<file path="config.mk">
export PLATFORM = sky130hd
export DESIGN_NAME = protobuf_wire_field_parser
export DESIGN_NICKNAME = d
export VERILOG_FILES = /design/src/sv/pbwf_pkg.sv /design/src/sv/protobuf_wire_field_parser.sv /design/src/sv/pbwf_decode.sv /design/src/sv/pbwf_result_queue.sv
export SDC_FILE = /design/constraint.sdc
export NUM_CORES = 1
export LEC_CHECK = 0
export BUFFER_PORTS_ARGS = -buffer_cell sky130_fd_sc_hd__buf_2
export CORE_MARGIN = 1
export CORE_UTILIZATION = 45
export DETAILED_ROUTE_END_ITERATION = 10
export HOLD_SLACK_MARGIN = 0.12
export PLACE_DENSITY = 0.59
export SLEW_MARGIN = 20
export SYNTH_ARGS = -nofsm -noshare
export SYNTH_HDL_FRONTEND = slang
export SYNTH_HIERARCHICAL = 1
export SYNTH_SLANG_ARGS = --single-unit
</file>
<file path="constraint.sdc">
create_clock -name clk -period 17.4 [get_ports clk]
set_clock_uncertainty 0.15 [all_clocks]
set_input_delay 3.48 -clock clk [delete_from_list [all_inputs] [get_ports clk]]
set_output_delay 3.48 -clock clk [all_outputs]
set_load 0.1 [all_outputs]
</file>
<file path="src/sv/pbwf_pkg.sv">
// Shared types, codes and the varint shift helper function of the protobuf wire field parser.
package pbwf_pkg;

  // Default width of the largest accepted length-delimited length.
  localparam int LENGTH_BITS_DEF = 16;

  // Varint and fixed-width field sizes in bytes.
  localparam int VARINT_MAX_BYTES = 10;
  localparam int FIX64_BYTES      = 8;
  localparam int FIX32_BYTES      = 4;

  // Depth of the result queue; room for two results is needed to take an item.
  localparam int QUEUE_DEPTH = 4;

  // Wire types that the parser understands.
  localparam logic [2:0] WT_VARINT = 3'd0;
  localparam logic [2:0] WT_FIX64  = 3'd1;
  localparam logic [2:0] WT_LEN    = 3'd2;
  localparam logic [2:0] WT_FIX32  = 3'd5;

  // Result kinds.
  localparam logic [2:0] KIND_VARINT   = 3'd0;
  localparam logic [2:0] KIND_FIX64    = 3'd1;
  localparam logic [2:0] KIND_BYTES_HD = 3'd2;
  localparam logic [2:0] KIND_BYTES_DT = 3'd3;
  localparam logic [2:0] KIND_FIX32    = 3'd4;
  localparam logic [2:0] KIND_MSG_END  = 3'd5;

  // Message status codes.
  localparam logic [2:0] ST_OK        = 3'd0;
  localparam logic [2:0] ST_TRUNCATED = 3'd1;
  localparam logic [2:0] ST_BAD_WIRE  = 3'd2;
  localparam logic [2:0] ST_VARINT_LONG = 3'd3;
  localparam logic [2:0] ST_LEN_LARGE = 3'd4;

  // One result item.
  typedef struct packed {
    logic [2:0]  kind;
    logic [31:0] field_number;
    logic [2:0]  wire_type;
    logic [63:0] value;
    logic [2:0]  status;
    logic        eom;
  } res_t;

  // Results produced by one accepted item: count, then up to two in order.
  typedef struct packed {
    logic [1:0] n;
    res_t       first;
    res_t       second;
  } push_t;

  // Bit position of the seven value bits of varint byte number idx.
  function automatic logic [5:0] varint_shift(input logic [3:0] idx);
    logic [5:0] sh;
    begin
      case (idx)
        4'd0:    sh = 6'd0;
        4'd1:    sh = 6'd7;
        4'd2:    sh = 6'd14;
        4'd3:    sh = 6'd21;
        4'd4:    sh = 6'd28;
        4'd5:    sh = 6'd35;
        4'd6:    sh = 6'd42;
        4'd7:    sh = 6'd49;
        4'd8:    sh = 6'd56;
        4'd9:    sh = 6'd63;
        default: sh = 6'd0;
      endcase
      return sh;
    end
  endfunction

endpackage

</file>
<file path="src/sv/protobuf_wire_field_parser.sv">
// Top level of the protobuf wire field parser: decoder and result queue.
//
// Usage: payload bytes enter on the input channel (in_valid, in_ready,
// payload_byte, last_byte), one byte per item, with last_byte set on the
// final byte of a message. Results leave on the output channel (out_valid,
// out_ready and the result fields), one result item per transfer.
// A byte is decoded in the cycle it is accepted, and its results are
// written into the result queue. One byte is accepted every cycle while the
// receiver keeps up. A final byte that also completes a field causes two
// results, which leave as two separate transfers.
// Results wait in a four-entry queue; in_ready drops whenever fewer than
// two entries are free, so with a stalled receiver the input stops once
// three or more results are waiting, and nothing is lost.
// Reset empties the queue and puts the parser in its tag state. After the
// final byte the parser returns to that state by itself, ready for the next
// message. Errors are sticky within a message and reported in the status
// of the message end result.
module protobuf_wire_field_parser #(
  parameter int LENGTH_BITS = pbwf_pkg::LENGTH_BITS_DEF
) (
  input  logic        clk,
  input  logic        rst,
  input  logic        in_valid,
  output logic        in_ready,
  input  logic [7:0]  payload_byte,
  input  logic        last_byte,
  output logic        out_valid,
  input  logic        out_ready,
  output logic [2:0]  result_kind,
  output logic [31:0] field_number,
  output logic [2:0]  wire_type,
  output logic [63:0] field_value,
  output logic [2:0]  status,
  output logic        end_of_message
);
  import pbwf_pkg::*;

  push_t push;
  res_t  head;
  logic  room;
  logic  take;

  assign in_ready = room;
  assign take     = in_valid && room;

  // Byte decoder.
  pbwf_decode #(
    .LENGTH_BITS(LENGTH_BITS)
  ) u_decode (
    .clk          (clk),
    .rst          (rst),
    .take         (take),
    .payload_byte (payload_byte),
    .last_byte    (last_byte),
    .push         (push)
  );

  // Output queue.
  pbwf_result_queue u_queue (
    .clk       (clk),
    .rst       (rst),
    .push      (push),
    .room      (room),
    .out_valid (out_valid),
    .out_ready (out_ready),
    .head      (head)
  );

  // Result fields onto the ports.
  assign result_kind    = head.kind;
  assign field_number   = head.field_number;
  assign wire_type      = head.wire_type;
  assign field_value    = head.value;
  assign status         = head.status;
  assign end_of_message = head.eom;

endmodule

</file>
<file path="src/sv/pbwf_decode.sv">
// Field decoder: parse state registers and the per-byte next-state and result logic.
module pbwf_decode #(
  parameter int LENGTH_BITS = pbwf_pkg::LENGTH_BITS_DEF
) (
  input  logic            clk,
  input  logic            rst,
  input  logic            take,
  input  logic [7:0]      payload_byte,
  input  logic            last_byte,
  output pbwf_pkg::push_t push
);
  import pbwf_pkg::*;

  typedef enum logic [6:0] {
    PH_TAG    = 7'b0000001,
    PH_VARINT = 7'b0000010,
    PH_FIX64  = 7'b0000100,
    PH_LEN    = 7'b0001000,
    PH_DATA   = 7'b0010000,
    PH_FIX32  = 7'b0100000,
    PH_DRAIN  = 7'b1000000
  } phase_t;

  phase_t                 phase, phase_next;
  logic [3:0]             byte_counter, byte_counter_next;
  logic [63:0]            accumulator, accumulator_next;
  logic [31:0]            cur_field_number, cur_field_number_next;
  logic [2:0]             cur_wire_type, cur_wire_type_next;
  logic [LENGTH_BITS-1:0] remaining, remaining_next;
  logic [2:0]             sticky_error, sticky_error_next;

  logic [63:0]            var_full;
  logic [63:0]            fix32_full;
  logic [3:0]             cnt_inc;
  logic                   var_done;
  logic                   var_long;
  logic                   field_emit;
  logic [2:0]             field_kind;
  logic [63:0]            field_value;
  logic [2:0]             end_status;
  logic [LENGTH_BITS-1:0] remaining_dec;
  res_t                   field_res;
  res_t                   end_res;

  // Byte merges for varint and little-endian fixed32 accumulation.
  assign var_full   = accumulator |
                      ({57'd0, payload_byte[6:0]} << varint_shift(byte_counter));
  assign fix32_full = accumulator |
                      ({56'd0, payload_byte} << {byte_counter[1:0], 3'b000});
  assign cnt_inc    = byte_counter + 4'd1;
  assign var_done   = !payload_byte[7];
  assign var_long   = payload_byte[7] && (byte_counter == 4'(VARINT_MAX_BYTES - 1));
  assign remaining_dec = remaining - LENGTH_BITS'(1);

  // Next state and field result for one byte.
  always_comb begin
    phase_next            = phase;
    byte_counter_next     = byte_counter;
    accumulator_next      = accumulator;
    cur_field_number_next = cur_field_number;
    cur_wire_type_next    = cur_wire_type;
    remaining_next        = remaining;
    sticky_error_next     = sticky_error;
    field_emit            = 1'b0;
    field_kind            = KIND_VARINT;
    field_value           = 64'd0;
    end_status            = ST_OK;

    case (phase)
      PH_TAG: begin
        if (var_long) begin
          sticky_error_next = ST_VARINT_LONG;
          phase_next        = PH_DRAIN;
        end else if (var_done) begin
          cur_field_number_next = var_full[34:3];
          cur_wire_type_next    = var_full[2:0];
          accumulator_next      = 64'd0;
          byte_counter_next     = 4'd0;
          case (var_full[2:0])
            WT_VARINT: phase_next = PH_VARINT;
            WT_FIX64:  phase_next = PH_FIX64;
            WT_LEN:    phase_next = PH_LEN;
            WT_FIX32:  phase_next = PH_FIX32;
            default: begin
              sticky_error_next = ST_BAD_WIRE;
              phase_next        = PH_DRAIN;
            end
          endcase
        end else begin
          accumulator_next  = var_full;
          byte_counter_next = cnt_inc;
        end
      end
      PH_VARINT: begin
        if (var_long) begin
          sticky_error_next = ST_VARINT_LONG;
          phase_next        = PH_DRAIN;
        end else if (var_done) begin
          field_emit        = 1'b1;
          field_kind        = KIND_VARINT;
          field_value       = var_full;
          phase_next        = PH_TAG;
          byte_counter_next = 4'd0;
          accumulator_next  = 64'd0;
        end else begin
          accumulator_next  = var_full;
          byte_counter_next = cnt_inc;
        end
      end
      PH_LEN: begin
        if (var_long) begin
          sticky_error_next = ST_VARINT_LONG;
          phase_next        = PH_DRAIN;
        end else if (var_done) begin
          if (|var_full[63:LENGTH_BITS]) begin
            sticky_error_next = ST_LEN_LARGE;
            phase_next        = PH_DRAIN;
            accumulator_next  = var_full;
          end else begin
            field_emit        = 1'b1;
            field_kind        = KIND_BYTES_HD;
            field_value       = var_full;
            remaining_next    = var_full[LENGTH_BITS-1:0];
            byte_counter_next = 4'd0;
            accumulator_next  = 64'd0;
            phase_next        = (|var_full[LENGTH_BITS-1:0]) ? PH_DATA : PH_TAG;
          end
        end else begin
          accumulator_next  = var_full;
          byte_counter_next = cnt_inc;
        end
      end
      PH_DATA: begin
        field_emit     = 1'b1;
        field_kind     = KIND_BYTES_DT;
        field_value    = {56'd0, payload_byte};
        remaining_next = remaining_dec;
        if (remaining_dec == '0) begin
          phase_next        = PH_TAG;
          byte_counter_next = 4'd0;
          accumulator_next  = 64'd0;
        end
      end
      PH_FIX64: begin
        byte_counter_next = cnt_inc;
        if (cnt_inc >= 4'(FIX64_BYTES)) begin
          field_emit        = 1'b1;
          field_kind        = KIND_FIX64;
          field_value       = 64'd0;
          phase_next        = PH_TAG;
          byte_counter_next = 4'd0;
          accumulator_next  = 64'd0;
        end
      end
      PH_FIX32: begin
        accumulator_next  = fix32_full;
        byte_counter_next = cnt_inc;
        if (cnt_inc >= 4'(FIX32_BYTES)) begin
          field_emit        = 1'b1;
          field_kind        = KIND_FIX32;
          field_value       = {32'd0, fix32_full[31:0]};
          phase_next        = PH_TAG;
          byte_counter_next = 4'd0;
          accumulator_next  = 64'd0;
        end
      end
      default: begin
        // Draining after an error: bytes are consumed without results.
      end
    endcase

    // The final byte closes the message and returns to the reset state.
    if (last_byte) begin
      end_status = sticky_error_next;
      if (end_status == ST_OK &&
          (phase_next != PH_TAG || byte_counter_next != 4'd0)) begin
        end_status = ST_TRUNCATED;
      end
      phase_next            = PH_TAG;
      byte_counter_next     = 4'd0;
      accumulator_next      = 64'd0;
      cur_field_number_next = 32'd0;
      cur_wire_type_next    = 3'd0;
      remaining_next        = '0;
      sticky_error_next     = ST_OK;
    end
  end

  // Result items for the queue, field result first.
  always_comb begin
    field_res.kind         = field_kind;
    field_res.field_number = cur_field_number;
    field_res.wire_type    = cur_wire_type;
    field_res.value        = field_value;
    field_res.status       = ST_OK;
    field_res.eom          = 1'b0;

    end_res.kind           = KIND_MSG_END;
    end_res.field_number   = 32'd0;
    end_res.wire_type      = 3'd0;
    end_res.value          = 64'd0;
    end_res.status         = end_status;
    end_res.eom            = 1'b1;

    push.n      = take ? (2'(field_emit) + 2'(last_byte)) : 2'd0;
    push.first  = field_emit ? field_res : end_res;
    push.second = end_res;
  end

  // Parse state registers, updated on each accepted item.
  always_ff @(posedge clk) begin
    if (rst) begin
      phase            <= PH_TAG;
      byte_counter     <= 4'd0;
      accumulator      <= 64'd0;
      cur_field_number <= 32'd0;
      cur_wire_type    <= 3'd0;
      remaining        <= '0;
      sticky_error     <= ST_OK;
    end else if (take) begin
      phase            <= phase_next;
      byte_counter     <= byte_counter_next;
      accumulator      <= accumulator_next;
      cur_field_number <= cur_field_number_next;
      cur_wire_type    <= cur_wire_type_next;
      remaining        <= remaining_next;
      sticky_error     <= sticky_error_next;
    end
  end

  // A closed message leaves the parser clean for the next one.
  a_last_clears: assert property (@(posedge clk) disable iff (rst)
    take && last_byte |=> phase == PH_TAG && sticky_error == ST_OK && byte_counter == 4'd0)
    else $error("parser state not cleared after the final byte");

  // A raised error always parks the parser in the drain phase.
  a_error_drains: assert property (@(posedge clk) disable iff (rst)
    sticky_error != ST_OK |-> phase == PH_DRAIN)
    else $error("sticky error without drain phase");

  // The data phase always has at least one byte left to take.
  a_data_left: assert property (@(posedge clk) disable iff (rst)
    phase == PH_DATA |-> remaining != '0)
    else $error("data phase with no bytes remaining");

endmodule

</file>
<file path="src/sv/pbwf_result_queue.sv">
// Result queue: holds decoded result items until the receiver takes them.
module pbwf_result_queue (
  input  logic             clk,
  input  logic             rst,
  input  pbwf_pkg::push_t  push,
  output logic             room,
  output logic             out_valid,
  input  logic             out_ready,
  output pbwf_pkg::res_t   head
);
  import pbwf_pkg::*;

  localparam int PTR_BITS = $clog2(QUEUE_DEPTH);
  localparam int CNT_BITS = $clog2(QUEUE_DEPTH + 1);

  res_t                entries [QUEUE_DEPTH];
  logic [PTR_BITS-1:0] wptr, wptr_next;
  logic [PTR_BITS-1:0] rptr;
  logic [CNT_BITS-1:0] count, count_next;
  logic                pop;

  // Room for the two results one item can cause.
  assign room      = count <= CNT_BITS'(QUEUE_DEPTH - 2);
  assign out_valid = count != '0;
  assign head      = entries[rptr];
  assign pop       = out_valid && out_ready;
  assign wptr_next = wptr + PTR_BITS'(1);
  assign count_next = count + CNT_BITS'(push.n) - CNT_BITS'(pop);

  // Entry storage; the second result goes one slot after the first.
  always_ff @(posedge clk) begin
    if (push.n != 2'd0) begin
      entries[wptr] <= push.first;
    end
    if (push.n == 2'd2) begin
      entries[wptr_next] <= push.second;
    end
  end

  // Pointers and fill count.
  always_ff @(posedge clk) begin
    if (rst) begin
      wptr  <= '0;
      rptr  <= '0;
      count <= '0;
    end else begin
      wptr  <= wptr + PTR_BITS'(push.n);
      rptr  <= rptr + PTR_BITS'(pop);
      count <= count_next;
    end
  end

  // The fill count never passes the queue depth.
  a_no_overflow: assert property (@(posedge clk) disable iff (rst)
    count <= CNT_BITS'(QUEUE_DEPTH))
    else $error("result queue overflow");

  // Two results from one item only happen when the second closes the message.
  a_pair_ends: assert property (@(posedge clk) disable iff (rst)
    push.n == 2'd2 |-> push.second.eom && push.second.kind == KIND_MSG_END)
    else $error("paired result without message end");

  // A waiting result item stays put until the receiver takes it.
  a_head_hold: assert property (@(posedge clk) disable iff (rst)
    out_valid && !out_ready |=> out_valid && $stable(head))
    else $error("result item changed while waiting");

endmodule

</file>
# Yosys cells after proc, flatten, opt, wreduce, memory -nomap -nowiden
# Memory sizes are Yosys's and may differ from the RTL's. A register that Yosys moved wholly into a read port is not among the register bits.
# Cells that the tools add are included.
totals:
  regBits: 136
  ram_bits: 424
  romBits: 96
  inputBits: 13
  wordCells: 156
  n_memories: 2
memory_table:
  columns: ["name", "depth", "width", "read_ports", "rd_clocked_by_memory_dff", "write_ports", "line", "source"]
  rows:
  - ["u_queue.entries", 4, 106, 1, 1, 2, "pbwf_result_queue.sv:16", "res_t entries [QUEUE_DEPTH];"]
  - ["(no name shown)", 16, 6, 1, 1, 0, "pbwf_pkg.sv:57", "case (idx)"]
op_classes:
  add_sub_neg: 8
  order_cmp: 3
  eq_ne: 20
  shifts: 2
  muxes: 88
  n_bitwise: 2
  n_reduce_logical: 21
ops:
  columns: ["cell", "count"]
  rows:
  - ["$mux W64", 14]
  - ["$pmux W64 S5", 1]
  - ["$pmux W64 S4", 1]
  - ["$mux W32", 5]
  - ["$or A64 B64 Y64", 2]
  - ["$mux W106", 1]
  - ["$mux W7", 11]
  - ["$mux W16", 4]
  - ["$shl A7 B6 Y64", 1]
  - ["$shl A8 B5 Y64", 1]
  - ["$mux W3", 17]
  - ["$reduce_or A48 Y1", 1]
  - ["$mux W4", 11]
  - ["$pmux W7 S6", 1]
  - ["$pmux W16 S2", 1]
  - ["$pmux W7 S4", 1]
  - ["$pmux W4 S5", 1]
  - ["$logic_not A16 Y1", 1]
  - ["$reduce_or A16 Y1", 1]
  - ["$sub A16 B1 Y16 const B", 1]
  - ["$mux W1", 12]
  - ["$ne A3 B3 Y1 const B", 4]
  - ["$pmux W3 S4", 1]
  - ["$pmux W3 S3", 1]
  - ["other kinds (40)", 49]

# Depth between registers and ports, before layout
depth:
  depth_word: 14
  mapped_depth: 22
  depth_no_buf: 17

# Cells and area by module
# Netlist, hierarchy kept.
by_module_without_submodules:
  columns: ["module", "instances", "cells_per_inst", "area_each_um2", "seq_area_each_um2"]
  rows:
  - ["pbwf_result_queue", 1, 1071, 20764.9, 12872.3]
  - ["pbwf_decode", 1, 1408, 9949.5, 2702.6]
  - ["protobuf_wire_field_parser", 1, 1, 6.3, 0.0]

# Least setup slack after synthesis
# No wires, ideal clock.
synth_path:
  path_type: "input -> register"
  start: "input port payload_byte[3]"
  end: "memory u_queue/entries[0][0] (netlist bit) (enable)"
  setup_time_ns: 0.717
  t_arrival_ns: 14.090
  t_required_ns: 16.533
  slack_ns: 2.443
  cell_stages: 16
  cell_sequence: "clkbuf_1 > mux2_2 > mux4_2 > a21oi_2 > nor2b_1 > nand4_1 > or4_1 > buf_2 > nor3_1 > o21ai_0 > nand2_1 > clkbuf_1 > ha_1 > and2_1 > o21bai_1 > o21ai_0"
synth_lines:
  columns: ["item", "line", "source"]
  rows:
  - ["start, declared", "protobuf_wire_field_parser.sv:25", "input logic [7:0] payload_byte,"]
  - ["end, declared", "pbwf_result_queue.sv:16", null]

==> results by group <==
Outcome
  • Status: complete, no violations

Timing
  • Least-Margin Pin Slew: 1.163 ns
  • Final setup violation count: 0
  • Fmax: 104.1 MHz
  • Final cycle utilization of the critical path: 55.18%
  • Hold Fails Final Rpt: 0
  • Max Slew Vio Count: 0
  • Slew Limit Headroom: 22.32%
  • Setup TNS: 0 ns
  • RSZ-0062 raised after global routing: no
  • Final min period: 9.602 ns

Logic synthesis
  • Register area share after synthesis: 50.70%
  • Area share of the largest cell type after synthesis: 41.45%
  • Post-synth ARST share: 0%
  • Post-synth EDFFs: 424
  • Yosys reg bits: 566
  • Largest cells by area after synthesis: edfxtp_1 41%, mux2_2 14%, dfxtp_1 9.3%
  • Synth area leader: edfxtp_1
  • Netlist Area Pre-Place: 0.03072 mm2
  • Synth Instances: 2480
  • Distinct cells, synth: 83
  • Synthesis Warnings: 6
  • Top FF cell, synth: edfxtp_1
  • Syn avg cell area: 12.39 um2

Job
  • Max-Cap Viols: 0

Clock tree
  • Hold buffers post-CTS: 0
  • Clk root buf: clkbuf_16
  • Cts bufs inserted: 66
  • Post CTS Setup Buffer Count: 0
  • Cts repair resizes: 0
  • Clock Pin Slew Worst Setup and Hold Paths: 0.06 ns
  • CTS Buffer Depth: 3
  • Clk Latency, worst-skew pair: 0.62 ns
  • CTS tree: built
  • CTS Sinks: 566
  • Htree depth: 3

Finish
  • Most common cell after layout, fill and taps aside: edfxtp_1
  • Layout cell share with drive strength beyond 1: 30.91%
  • Final core occ: 50.13%
  • Synth-to-layout area growth: 9.982%
  • Highest-count cells in the layout ignoring fill and taps: 424 x edfxtp_1, 392 x mux2_2, 218 x nor2_1, 183 x a21oi_1, 140 x dfxtp_1
  • Fin nets: 2561

Min path
  • Min-Delay Path Class: register to register
  • Hold Crit Start: u_decode/cur_field_number[17]
  • Hold endpoint: u_decode/cur_field_number[17]
  • Hold path depth: 2

Routing
  • Vias per cell: 6.086
  • WL met3: 5961 um
  • ANT nets after route: 0
  • Drt pass-1 iters: 8
  • Initial DRC Count: 2030
  • WL/cell: 25.63 um
  • Final wirelength: 88850 um
  • Metal1 wirelength: 39320 um
  • DR top layer: met5
  • # DRC: 0
  • WL met2: 41310 um
  • Via count: 21099

Floorplan
  • # IOs: 121
  • Initial core utilization: 45.58%
  • Core area: 0.06740 mm2
  • Die width: 263.3 um
  • FP Rows: 95
  • Die Y: 263.3 um
  • Die area: 0.06932 mm2

Setup path
  • Largest stage delay on the critical path: 0.86 ns
  • Critical path cell sequence: buf_2 > mux2i_1 > a21oi_1 > a32o_1 > a2111oi_0 > nand4_1 > or4_1 > nor3_1 > o21ai_4 > nand2_1 > buf_4 > ha_1 > and2_1 > nor4bb_4 > buf_4 > buf_4 > mux2_2
  • Crit Reg-Reg Endpoint: u_queue/entries[2][91]
  • CP most frequent cell: buf_4
  • Crit-path slowest cell: buf_4
  • Crit path arrival time: 9.80 ns
  • WP depth: 17
  • Worst setup EP type: register
  • Worst setup SP type: primary input
  • Crit-path leading delay family: buffers and inverters
  • Peak fanout along the critical path: 59
  • Crit path buf inv count: 4
  • Reg-to-reg setup timing slack: 9.93 ns
  • CP required: 17.59 ns
  • R2R cell count: 16
  • Setup CP Type: primary input to register

Global routing
  • Gr usage total: 25.30%
  • Antenna violations before repair: 9
  • Vias in the first global route: 20730
  • Largest net degree at the start of global routing: 107
  • Global-route wire length before repair: 133300 um
  • GRT Residual Overflow: 0

Placed design
  • Routability congestion estimate: 0.9828
  • Detailed Place HPWL: 58080 um
  • Port bufs: 120

Pwr
  • VDD IR-drop max: 0.0001427 V
  • Cell area power density: 130.5 mW/mm2
  • P_leak: 11.92 nW
## worst register-to-register path, stage by stage, from the launching register on
cell and delay (ns):
dfxtp_1 0.83, mux2i_1 0.55, a21oi_1 0.25, a32o_1 0.32, a2111oi_0 0.42, nand4_1 0.16, or4_1 0.60, nor3_1 0.38
o21ai_4 0.07, nand2_1 0.06, buf_4 0.33, ha_1 0.32, and2_1 0.31, nor4bb_4 0.35, buf_4 0.62, buf_4 0.99
mux2_2 0.50
## layer usage
layer | up-vias | GRT usage, %
met1 | 10704 | 35.48
met2 | 774 | 40.05
met5 | - | 0
met4 | 8 | 7.634
li1 | 9440 | -
met3 | 173 | 4.462
## cell usage after synthesis, types with 10 or more instances
library cell / count
o21ai_0: 57
a21oi_1: 183
mux2i_1: 11
nand3_1: 22
dfxtp_1: 142
nand2b_1: 10
a32oi_1: 15
and2_1: 54
nand3b_1: 10
buf_1: 10
nor2_1: 221
a31oi_1: 15
buf_4: 118
ha_1: 13
a2111oi_0: 12
a22oi_1: 33
nor2b_1: 21
clkbuf_1: 106
nand2_1: 80
a22o_1: 11
buf_2: 50
mux2_1: 40
inv_1: 27
edfxtp_1: 424
nor4_1: 18
nor3_1: 70
o22ai_1: 34
mux4_2: 109
mux2_2: 392
## cells by family after synthesis
kind of cell               synth area share (%)
AOI/OAI and AO/OA                         9.115
xor gates and xnor gates                 0.6313
adders and majority gates                0.5946
buffers and inverters                     5.678
DFF                                       50.70
muxes                                     24.23
other                                   0.02445
and+or+nand+nor                           9.025
## worst max-delay path by stage
| stage | start | endpoint |
|---|---|---|
| after floorplan | payload_byte[3] | u_queue/entries[0][0] |
| after global placement | payload_byte[5] | u_queue/entries[2][91] |
| after detailed placement | payload_byte[5] | u_queue/entries[2][95] |
| after CTS | payload_byte[5] | u_queue/entries[2][91] |
| after global routing | payload_byte[5] | u_queue/entries[2][81] |
| final | payload_byte[5] | u_queue/entries[2][91] |
## per-stage QoR
step	setup WS (ns)	cells	hold WS, ns	power, mW	instance area [um2]
floorplan	2.443	2581	0.2773	2.798	31100
detailed placement	7.229	3339	0.3152	3.087	31690
finish	7.798	3467	0.3296	4.411	33790
global route	7.555	3463	0.3576	4.555	33780
CTS	7.884	3461	0.3233	4.438	33770
global placement	7.325	3339	0.3068	3.083	31690
## state kept, by name, indices dropped and copies added, names as in the netlist, 4 cells and up, named ones only
signal / flops
u_queue/entries: 424
u_decode/accumulator: 64
u_decode/cur_field_number: 32
u_decode/remaining: 16
u_decode/phase: 7
u_decode/byte_counter: 4
## final cells by class
cell class / count / area (um2)
tap: 873 / 1092
sequential: 566 / 15580
clock buffer: 99 / 1883
clock inverter: 23 / 198.9
multi-input combinational: 1697 / 13880
timing repair buffer: 175 / 1028
antenna: 6 / 15.01
inverter: 28 / 105.1
fill: 5917 / 33610
## power breakdown
part           leakage (nW)  internal [mW]  switching (mW)
Clock                  1.02          0.784           0.562
Sequential             4.92           1.50          0.0608
Combinational          5.99          0.334            1.17
Total                  11.9           2.62            1.79
Note: power is estimated with default switching activity, not from simulation.
